<file path="src/rtl/dtpb_pkg.sv">
// ----------------------------------------------------------------------------
// dtpb_pkg
// Shared widths, register indexes, pipeline types and the divider step for
// the depth-to-point back-projection block.
// ----------------------------------------------------------------------------
package dtpb_pkg;

  localparam int unsigned COORD_W    = 12;
  localparam int unsigned DEPTH_W    = 16;
  localparam int unsigned COLOR_W    = 8;
  localparam int unsigned CAL_W      = 16;
  localparam int unsigned FRAME_W    = 13;
  localparam int unsigned POS_W      = 32;
  localparam int unsigned DIFF_W     = 17;
  localparam int unsigned MAG_W      = 16;
  localparam int unsigned PROD_W     = 32;
  localparam int unsigned NUM_W      = 36;
  localparam int unsigned DIV_BITS   = 4;
  localparam int unsigned DIV_STAGES = NUM_W / DIV_BITS;
  localparam int unsigned CFG_IDX_W  = 4;
  localparam int unsigned CFG_DATA_W = 16;

  localparam logic [CAL_W-1:0] DEFAULT_FOCAL16 = 16'd8400;

  typedef enum logic [CFG_IDX_W-1:0] {
    REG_FOCAL_X        = 4'd0,
    REG_FOCAL_Y        = 4'd1,
    REG_CENTRE_X       = 4'd2,
    REG_CENTRE_Y       = 4'd3,
    REG_FOCAL_OVERRIDE = 4'd4,
    REG_USE_DEFAULT    = 4'd5,
    REG_FRAME_WIDTH    = 4'd6,
    REG_FRAME_HEIGHT   = 4'd7
  } dtpb_reg_e;

  // effective calibration after override and default selection
  typedef struct packed {
    logic [CAL_W-1:0] fx;
    logic [CAL_W-1:0] fy;
    logic [CAL_W-1:0] cx;
    logic [CAL_W-1:0] cy;
  } dtpb_calib_t;

  // per-request data that rides alongside the arithmetic
  typedef struct packed {
    logic               point_valid;
    logic               neg_x;
    logic               neg_y;
    logic [DEPTH_W-1:0] z;
    logic [COLOR_W-1:0] blue;
    logic [COLOR_W-1:0] green;
    logic [COLOR_W-1:0] red;
  } dtpb_side_t;

  // one divider lane: partial remainder and dividend/quotient shift word
  typedef struct packed {
    logic [MAG_W-1:0] rem;
    logic [NUM_W-1:0] work;
  } dtpb_div_t;

  // DIV_BITS restoring division steps, quotient bits shift in at the bottom
  function automatic dtpb_div_t div_steps(dtpb_div_t s, logic [CAL_W-1:0] den);
    logic [MAG_W:0]   trial;
    logic [MAG_W-1:0] rem;
    logic [NUM_W-1:0] work;
    dtpb_div_t        res;
    rem  = s.rem;
    work = s.work;
    for (int i = 0; i < DIV_BITS; i++) begin
      trial = {rem, work[NUM_W-1]};
      work  = {work[NUM_W-2:0], 1'b0};
      if (trial >= {1'b0, den}) begin
        trial   = trial - {1'b0, den};
        work[0] = 1'b1;
      end
      rem = trial[MAG_W-1:0];
    end
    res.rem  = rem;
    res.work = work;
    return res;
  endfunction

endpackage

</file>
<file path="src/rtl/dtpb_post.sv">
// ----------------------------------------------------------------------------
// dtpb_post
// Sign restore, 32-bit saturation, invalid-point zeroing and output register.
// ----------------------------------------------------------------------------
module dtpb_post import dtpb_pkg::*; (
  input  logic               clk_i,
  input  logic               rst_ni,
  input  logic               in_valid_i,
  output logic               in_ready_o,
  input  logic [NUM_W-1:0]   quo_x_i,
  input  logic [NUM_W-1:0]   quo_y_i,
  input  dtpb_side_t         side_i,
  output logic               out_valid_o,
  input  logic               out_ready_i,
  output logic               point_valid_o,
  output logic [POS_W-1:0]   pos_x_o,
  output logic [POS_W-1:0]   pos_y_o,
  output logic [DEPTH_W-1:0] pos_z_o,
  output logic [COLOR_W-1:0] blue_o,
  output logic [COLOR_W-1:0] green_o,
  output logic [COLOR_W-1:0] red_o
);

  localparam logic [NUM_W-1:0] POS_LIM = NUM_W'(36'h07FFFFFFF);
  localparam logic [NUM_W-1:0] NEG_LIM = NUM_W'(36'h080000000);
  localparam logic [POS_W-1:0] S32_MAX = 32'h7FFFFFFF;
  localparam logic [POS_W-1:0] S32_MIN = 32'h80000000;

  logic               v_q, rdy;
  logic               pv_q;
  logic [POS_W-1:0]   x_q, y_q, x_d, y_d;
  logic [DEPTH_W-1:0] z_q;
  logic [COLOR_W-1:0] b_q, g_q, r_q;
  logic               pv;

  function automatic logic [POS_W-1:0] sat_signed(logic [NUM_W-1:0] q, logic neg);
    logic [POS_W-1:0] res;
    if (neg) begin
      res = (q > NEG_LIM) ? S32_MIN : (~q[POS_W-1:0] + POS_W'(1));
    end else begin
      res = (q > POS_LIM) ? S32_MAX : q[POS_W-1:0];
    end
    return res;
  endfunction

  assign rdy        = !v_q || out_ready_i;
  assign in_ready_o = rdy;
  assign pv         = side_i.point_valid;

  always_comb begin
    x_d = pv ? sat_signed(quo_x_i, side_i.neg_x) : '0;
    y_d = pv ? sat_signed(quo_y_i, side_i.neg_y) : '0;
  end

  always_ff @(posedge clk_i or negedge rst_ni) begin
    if (!rst_ni) begin
      v_q <= 1'b0;
    end else if (rdy) begin
      v_q <= in_valid_i;
    end
  end

  always_ff @(posedge clk_i) begin
    if (rdy && in_valid_i) begin
      pv_q <= pv;
      x_q  <= x_d;
      y_q  <= y_d;
      z_q  <= pv ? side_i.z : '0;
      b_q  <= pv ? side_i.blue : '0;
      g_q  <= pv ? side_i.green : '0;
      r_q  <= pv ? side_i.red : '0;
    end
  end

  assign out_valid_o   = v_q;
  assign point_valid_o = pv_q;
  assign pos_x_o       = x_q;
  assign pos_y_o       = y_q;
  assign pos_z_o       = z_q;
  assign blue_o        = b_q;
  assign green_o       = g_q;
  assign red_o         = r_q;

endmodule

</file>
<file path="config.mk">
export PLATFORM = sky130hd
export DESIGN_NAME = dtpb_post
export DESIGN_NICKNAME = d
export VERILOG_FILES = /design/src/rtl/dtpb_pkg.sv /design/src/rtl/dtpb_post.sv
export SDC_FILE = /design/constraint.sdc
export NUM_CORES = 1
export LEC_CHECK = 0
export BUFFER_PORTS_ARGS = -buffer_cell sky130_fd_sc_hd__buf_2
export CORE_MARGIN = 5
export CORE_UTILIZATION = 30
export CTS_CLUSTER_SIZE = 24
export DETAILED_ROUTE_END_ITERATION = 8
export GPL_TIMING_DRIVEN = 0
export SLEW_MARGIN = 20
export SYNTH_ARGS = -nofsm -noshare
export SYNTH_HDL_FRONTEND = slang
export SYNTH_SLANG_ARGS = --single-unit
export TNS_END_PERCENT = 20
</file>
<file path="constraint.sdc">
create_clock -name clk_i -period 3.6 [get_ports clk_i]
set_clock_uncertainty 0.2 [all_clocks]
set_input_delay 0.18 -clock clk_i [delete_from_list [all_inputs] [get_ports clk_i]]
set_output_delay 0.18 -clock clk_i [all_outputs]
set_load 0.01 [all_outputs]
</file>
==> flow_metrics.tcl, run 1 <==
set metrics [dict create \
    routed.top_layer "met4" \
    crit_path_frequent_cell "buf_2" \
    cp-end-kind "register" \
    synth_top_flop_cell "edfxtp_1" \
    synth_area_sq_mm 0.005831 \
    clk_pin_slew_ns 0.09 \
    yosysSeqAreaShare_pct 54.51 \
    fin_tns_setup_ns 0 \
    cts_buffer_depth 2 \
    antenna_found_initial 0 \
    critical-path-max-stage-delay_ns 0.61 \
    dp_hpwl_mm 14.52 \
    chipHeight_um 149.4 \
    met2_length_mm 9.175 \
    firstDrtPassIters 5 \
    area_delta_synth_final_pct 41.85 \
    num_antenna_cells 0 \
    synth_edf_count 105 \
    final_max_slew_viol_count 0 \
    initial_core_util_pct 30.26 \
    cts_buffers 9 \
    grt_pass1_wl_mm 30.62 \
    cts_root_buffer "clkbuf_16" \
    synthArstFlopShare_pct 0.9434 \
    htree_levels 3 \
    avgRoutedWirePerCell_um 17.75 \
    final_common_cell "buf_2" \
    status "complete, no violations" \
    via_per_inst 5.198 \
    port_buffers 224 \
    final_cell_mix "227 x buf_2, 105 x edfxtp_1, 64 x dlygate4sd3_1" \
    grt_max_degree 56 \
    hold_path_class "in -> reg" \
    io_pins 226 \
    die_w_um 149.4 \
    drt.antenna.violating_nets 0 \
    worstPathMaxFanout 10 \
    grt_overflow 0 \
    core.rowCount 51 \
    groute.usage.overall_pct 17.33 \
    dieArea_sq_mm 0.02232 \
    required_ns 3.55 \
    tightest_slew_ns 1.122 \
    initialDrtViolationCount 479 \
    multi_input_area_sq_mm 0.002447 \
    cts_tree "yes" \
    netlist_instances 559 \
    drive_gt1_share_pct 30.52 \
    layout_min_cycle_time_ns 3.376 \
    yosysWarnings 0 \
    crit_arrival_ns 3.32 \
    vdd_drop_max_mv 0.1827 \
    wl_met1_mm 8.806 \
    routed_wl_mm 20.06 \
    synth_cell_types 65 \
    nets 981 \
    power_density_mw_per_mm2 355.5 \
    critPathKind "in -> reg" \
    synth_nets 680 \
    combPwrFrac_pct 16.6 \
    switching_share_pct 27.10 \
    ys_ff_latch 106 \
    drc 0 \
    final_cell_area_sq_mm 0.008270 \
    internal-power_mw 2.143 \
    gp_congestion 0.8673 \
    max_clock_freq_mhz 296.2 \
    core_sq_mm 0.01927 \
    relSlewSlack_pct 24.63 \
    clockPowerShare_pct 33.7 \
    grt_pass1_vias 5518 \
    n_fill_cell 1923 \
    cp_cell_sequence "dlygate4sd3_1, buf_2, inv_1, ha_1, or3b_2, nor4_2, a31o_2, o21ai_1, buf_2, a311oi_1" \
    rsz0062_at_grt "no" \
    cpMaxStageDelayCell "nor4_2" \
    regArea_sq_mm 0.003178 \
    power.net_switching_mw 0.7967 \
    fin_crit_sh_pct 93.77 \
    pwr-share-seq_pct 49.7 \
    drv_cap 0 \
    hold_viol_final 0 \
    wl_met3_mm 1.636 \
    vias 5874 \
    avgSynthCellArea_sq_um 10.43 \
    finalSetupViolCount 0 \
    cts_sinks 106 \
    cellLeakagePower_nw 3.147 \
    worst_setup_path_start_kind "input pin" \
    place_area_sq_mm 0.007333 \
    insertion_delay_ns 0.35 \
]
[registers in the layout, indices dropped and copies added, names as in the netlist]
signal / cells
out_valid_o: 1
red_o: 8
pos_z_o: 16
green_o: 8
point_valid_o: 1
pos_x_o: 32
blue_o: 8
pos_y_o: 32
[logic make-up (layout without fill, tap and decap cells)]
family	count (synthesis)	count (layout)	synth area share, %
simple gates	220	220	21.35
mux	3	3	0.5150
fa+ha+maj	2	2	0.4291
flops	106	106	54.51
xor+xnor	3	3	0.4507
compound gates	173	173	19.18
buf+inv	52	358	3.562
[power groups by stage]
stage	Clock, mW	Combinational [mW]	Sequential (mW)
global route	1.07	0.532	1.47
CTS	1.03	0.487	1.46
floorplan	0	0.154	1.53
global placement	0	0.420	1.49
detailed placement	0	0.429	1.49
finish	0.992	0.487	1.46
[routing by layer]
metal	up-vias	global-route usage [%]
li1	2794	-
met5	-	0
met1	2774	23.81
met2	279	27.74
met3	27	3.150
met4	0	5.812
[through the flow]
step | std cells | power (mW) | setup slack (ns) | util [%] | hold WS (ns)
after CTS | 1130 | 2.978 | 0.2686 | 42.92 | 0.008472
after detailed placement | 1050 | 1.918 | 0.4384 | 38.05 | -0.2433
final | 1130 | 2.940 | 0.2244 | 42.92 | 0.02556
after floorplan | 559 | 1.686 | 0.9697 | - | -0.3156
after global routing | 1130 | 3.074 | 0.06689 | 42.92 | 0.02540
after global placement | 1048 | 1.912 | 0.4378 | 37.80 | -0.2446
[cell type report]
| class | count | share of cell area [%] |
|---|---|---|
| buffer | 39 | 1.921 |
| clock buffer | 9 | 2.723 |
| clock inverter | 7 | 0.8623 |
| inverter | 13 | 0.5900 |
| multi-input combinational | 401 | 29.59 |
| sequential | 106 | 38.43 |
| tap | 265 | 4.009 |
| timing repair buffer | 290 | 21.88 |
[cell usage after synthesis, drive strengths merged (3+ instances only)]
master / instances / area share, %
a211o: 4 / 0.60
a211oi: 12 / 1.5
a21oi: 55 / 4.7
a311oi: 15 / 2.3
a31oi: 14 / 1.5
and2: 43 / 4.6
buf: 5 / 0.51
clkbuf: 34 / 2.2
edfxtp: 105 / 54
inv: 12 / 0.77
mux2i: 3 / 0.52
nand2: 23 / 1.5
nand2b: 3 / 0.32
nand3: 18 / 1.5
nand4: 14 / 1.5
nor2: 46 / 3.0
nor3: 20 / 1.7
nor4: 17 / 2.4
o21ai: 31 / 2.7
o22ai: 10 / 1.1
o2bb2ai: 3 / 0.45
o31a: 4 / 0.60
o31ai: 5 / 0.64
o41ai: 3 / 0.45
or2: 6 / 0.64
or3: 7 / 0.84
or4: 9 / 1.2
xnor2: 3 / 0.45
[repair_timing]
action,4_1_cts,5_1_grt
gates resized for setup,0,0
hold endpoints to repair,62,0
buffers inserted,0,0
hold buffers,64,0
[worst max-delay path, delay by kind of cell]
family	cells	cell delay (ns)
AO/OA/AOI/OAI	3	0.76
adder cells (fa/ha/maj)	1	0.19
buffers and inverters	4	1.06
AND/OR/NAND/NOR	2	1.13
[final timing paths]
path | cells after the start | from | slack (ns) | endpoint
setup reg to reg | 3 | out_valid_o | 1.82 | pos_y_o[21]
setup / recovery | 10 | quo_x_i[0] | 0.22 | pos_x_o[27]
min in group asynchronous | 3 | rst_ni | 0.46 | out_valid_o
hold reg to reg | 2 | out_valid_o | 0.75 | pos_x_o[7]
max in group asynchronous | 3 | rst_ni | 2.64 | out_valid_o
hold / removal | 3 | quo_y_i[5] | 0.03 | pos_y_o[5]
(Power assumes the default switching activity.)
==> run 2: changes to the inputs <==
CELL_PAD_IN_SITES_DETAIL_PLACEMENT = 0   (was default)
CELL_PAD_IN_SITES_GLOBAL_PLACEMENT = 1   (was default)
PLACE_DENSITY_LB_ADDON = 0.1   (was default)
==> flow_metrics.tcl, run 2 (synthesis results as in run 1) <==
set metrics [dict create \
    status "complete, no violations" \
    grt_overflow 0 \
    critical_path.startpoint "quo_x_i[16]" \
    vias 5820 \
    grt_pass1_vias 5775 \
    gp_congestion 0.8742 \
    cts_tree "yes" \
    cts_buffers 9 \
    required_ns 3.57 \
    initialDrtViolationCount 375 \
    chipHeight_um 149.4 \
    core.rowCount 51 \
    drive_gt1_share_pct 30.63 \
    fin_tns_setup_ns 0 \
    cts_sinks 106 \
    antenna_found_initial 0 \
    avgRoutedWirePerCell_um 18.63 \
    area_delta_synth_final_pct 41.37 \
    clk_pin_slew_ns 0.08 \
    cts_buffer_depth 2 \
    relSlewSlack_pct 22.70 \
    wl_met1_mm 9.792 \
    routed_wl_mm 21.00 \
    rr_startpoint "out_valid_o" \
    insertion_delay_ns 0.35 \
    io_pins 226 \
    tightest_slew_ns 1.151 \
    final_cell_mix "227 x buf_2, 105 x edfxtp_1, 62 x dlygate4sd3_1" \
    cp-end-kind "register" \
    min-delay-start "quo_x_i[8]" \
    critPathKind "in -> reg" \
    rsz0062_at_grt "no" \
    max_clock_freq_mhz 302.7 \
    routed.top_layer "met4" \
    drv_cap 0 \
    met2_length_mm 9.199 \
    dp_cells 1049 \
    core_sq_mm 0.01927 \
    vdd_drop_max_mv 0.2033 \
    grt_pass1_wl_mm 32.09 \
    wl_met3_mm 1.713 \
    power_density_mw_per_mm2 362.7 \
    initial_core_util_pct 30.26 \
    port_buffers 224 \
    finalSetupViolCount 0 \
    worstPathMaxFanout 10 \
    crit_arrival_ns 3.28 \
    cts_root_buffer "clkbuf_16" \
    post_cts_resized 0 \
    worst_setup_path_start_kind "input pin" \
    final_max_slew_viol_count 0 \
    drt.antenna.violating_nets 0 \
    reg2reg_slack_ns 1.56 \
    cts_hold_buffers 62 \
    groute.usage.overall_pct 18.34 \
    grt_max_degree 54 \
    die_w_um 149.4 \
    fin_crit_sh_pct 91.76 \
    final_common_cell "buf_2" \
    num_antenna_cells 0 \
    hold_path_class "in -> reg" \
    cts_setup_buffers 0 \
    dp_hpwl_mm 15.45 \
    dieArea_sq_mm 0.02232 \
    layout_min_cycle_time_ns 3.303 \
    hold_viol_final 0 \
    firstDrtPassIters 7 \
    cellLeakagePower_nw 3.127 \
    nets 978 \
    htree_levels 3 \
    drc 0 \
    instances_no_fill 1127 \
    via_per_inst 5.164 \
]
==> run 2: cell types whose count changed in the layout (fill, tap and decap cells not counted), sizes merged <==
cell | previous run | this run
clkinv | 4 | 2
bufinv | 0 | 1
clkinvlp | 0 | 2
clkbuf | 43 | 44
inv | 16 | 14
dlygate4sd3 | 64 | 62
buf | 231 | 230
==> run 2: critical path, cell delays in order <==
cell	delay (ns)
dlygate4sd3_1	0.54
buf_2	0.14
nor4_1	0.70
nor4bb_1	0.69
a31o_2	0.32
o21ai_1	0.16
buf_2	0.29
a311oi_1	0.25
==> run 2: area by class of cell <==
| cell class | instances | area (sq um) |
|---|---|---|
| Buffer | 39 | 158.9 |
| Clock buffer | 10 | 229.0 |
| Clock inverter | 6 | 73.82 |
| Fill cell | 1944 | 11030 |
| Inverter | 13 | 48.80 |
| Multi-Input combinational cell | 401 | 2454 |
| Sequential cell | 106 | 3178 |
| Tap cell | 265 | 331.6 |
| Timing Repair Buffer | 287 | 1769 |
==> run 2: where the power goes <==
part | internal (mW) | switching [mW] | total (mW)
registers | 1.44 | 0.0176 | 1.46
clock network | 0.550 | 0.490 | 1.04
logic | 0.206 | 0.282 | 0.488
total | 2.20 | 0.790 | 2.99
==> run 2: path summary, 6_finish.rpt <==
kind | to | cells past startpoint
min | pos_x_o[8] | 2
max reg2reg | pos_z_o[8] | 3
max | pos_x_o[23] | 8
min in group asynchronous | out_valid_o | 3
max in group asynchronous | out_valid_o | 3
min reg2reg | out_valid_o | 3
==> run 2: per-stage QoR <==
| stage | hold WS (ns) | worst slack (ns) | cell area [sq um] | total power [mW] | util (%) |
|---|---|---|---|---|---|
| floorplan | -0.3156 | 0.9697 | 5832 | 1.686 | - |
| global placement | -0.2428 | 0.4086 | 7284 | 1.922 | 37.80 |
| detailed placement | -0.2435 | 0.4267 | 7313 | 1.924 | 37.95 |
| CTS | 0.002446 | 0.3473 | 8237 | 3.016 | 42.74 |
| global route | 0.02320 | 0.02222 | 8243 | 3.121 | 42.77 |
| finish | 0.01875 | 0.2968 | 8243 | 2.990 | 42.77 |
==> run 2: per-layer routing <==
layer	track usage, %	vias up
li1	-	2788
met1	26.08	2758
met2	27.99	255
met3	3.786	19
met4	6.087	0
met5	0	-
==> run 3: changes to the inputs <==
RECOVER_POWER = 100   (was default)
==> flow_metrics.tcl, run 3 (synthesis results as in run 1) <==
set metrics [dict create \
    status "finished with violations" \
    violations "max-capacitance violations, max-slew violations" \
    pre_cts_slack_ns 0.4267 \
    critPathKind "in -> reg" \
    via_per_inst 5.163 \
    cts_root_buffer "clkbuf_16" \
    nets 978 \
    worstPathMaxFanout 10 \
    final_common_cell "clkbuf_1" \
    power.net_switching_mw 0.7871 \
    cp-end-kind "register" \
    final_cell_mix "143 x clkbuf_1, 117 x buf_2, 105 x edfxtp_1" \
    hold_viol_final 0 \
    core.rowCount 51 \
    final_max_slew_viol_count 53 \
    cellLeakagePower_nw 2.764 \
    drt.antenna.violating_nets 0 \
    combPwrFrac_pct 15.7 \
    cts_buffers 9 \
    area_delta_synth_final_pct 38.76 \
    final_util_pct 41.98 \
    clk_pin_slew_ns 0.08 \
    drive_gt1_share_pct 17.75 \
    grt_max_degree 54 \
    die_w_um 149.4 \
    drv_cap 1 \
    layout_min_cycle_time_ns 3.418 \
    cts_hold_buffers 62 \
    initialDrtViolationCount 366 \
    grt_overflow 0 \
    dp_hpwl_mm 15.45 \
    vias 5819 \
    dieArea_sq_mm 0.02232 \
    cts_tree "yes" \
    fin_crit_sh_pct 94.94 \
    worst_setup_path_start_kind "input pin" \
    initial_core_util_pct 30.26 \
    switching_share_pct 26.51 \
    htree_levels 3 \
    pwr-share-seq_pct 49.4 \
    required_ns 3.54 \
    grt_pass1_wl_mm 32.09 \
    insertion_delay_ns 0.35 \
    instances_no_fill 1127 \
    ff2ff_path_depth 3 \
    cts_setup_buffers 0 \
    port_buffers 224 \
    post_cts_resized 0 \
    hold_path_class "in -> reg" \
    internal-power_mw 2.181 \
    relSlewSlack_pct -60.93 \
    groute.usage.overall_pct 18.34 \
    io_pins 226 \
    power_density_mw_per_mm2 366.9 \
    rsz0062_at_grt "no" \
    routed_wl_mm 21.03 \
    crit_arrival_ns 3.36 \
    max_clock_freq_mhz 292.6 \
    finalWorstSetupSlack_ns 0.1823 \
    tightest_slew_ns 2.414 \
    gp_congestion 0.8742 \
    cts_buffer_depth 2 \
    clockPowerShare_pct 34.9 \
    vdd_drop_max_mv 0.2013 \
    finalSetupViolCount 0 \
    avgRoutedWirePerCell_um 18.66 \
    num_antenna_cells 0 \
    antenna_found_initial 0 \
    cts_sinks 106 \
    core_sq_mm 0.01927 \
    chipHeight_um 149.4 \
    holdPathStages 2 \
    drc 0 \
    grt_pass1_vias 5775 \
    dp_cells 1049 \
    firstDrtPassIters 5 \
    fin_tns_setup_ns 0 \
]
-- run 3: cell types whose count changed in the layout (fill, tap and decap cells not counted), sizes merged --
| cell | before | now |
|---|---|---|
| buf | 230 | 120 |
| clkbuf | 44 | 154 |
-- run 3: area by class of cell --
class	instances	area, sq um
Fill cell	2001	11180
Timing Repair Buffer	287	1633
Clock buffer	10	229.0
Sequential cell	106	3178
Multi-Input combinational cell	401	2437
Clock inverter	6	73.82
Buffer	39	158.9
Tap cell	265	331.6
Inverter	13	48.80
-- run 3: metal layers --
layer | vias to the layer above | track usage (%) | wire length (um) | share of wire [%]
li1 | 2790 | - | - | -
met1 | 2736 | 26.08 | 9768 | 46
met2 | 267 | 27.99 | 9197 | 44
met3 | 26 | 3.786 | 1725 | 8.2
met4 | 0 | 6.087 | 338 | 1.6
met5 | - | 0 | 0 | 0
-- run 3: per-stage QoR --
stage                     instance area [sq um]  hold WS [ns]  power (mW)
final                                      8090       0.01876       2.969
after global routing                       8090       0.02320       3.106
after global placement                     7284       -0.2428       1.922
after CTS                                  8237      0.002446       3.016
after floorplan                            5832       -0.3156       1.686
after detailed placement                   7313       -0.2435       1.924
-- run 3: final timing paths --
check | start | slack [ns] | endpoint
hold / removal | quo_x_i[8] | 0.02 | pos_x_o[8]
setup / recovery | quo_y_i[3] | 0.18 | pos_y_o[16]
hold reg to reg | out_valid_o | 0.89 | out_valid_o
min in group asynchronous | rst_ni | 0.46 | out_valid_o
max in group asynchronous | rst_ni | 2.64 | out_valid_o
setup reg to reg | out_valid_o | 0.42 | pos_z_o[8]
-- run 3: worst max-delay path, cell delays in order --
cell and delay [ns]:
dlygate4sd3_1 0.53, clkbuf_1 0.16, or3b_1 0.45, or3_1 0.33, clkbuf_1 0.21, nor4_2 0.70, clkbuf_2 0.37, o2bb2ai_1 0.11
a21oi_1 0.31
-- run 3: power groups by stage --
stage          clock, mW  sequential [mW]  combinational, mW
6_report            1.03             1.47              0.467
5_1_grt             1.12             1.47              0.515
4_1_cts             1.06             1.46              0.490
3_5_place_dp           0             1.49              0.434
3_3_place_gp           0             1.49              0.428
2_1_floorplan          0             1.53              0.154
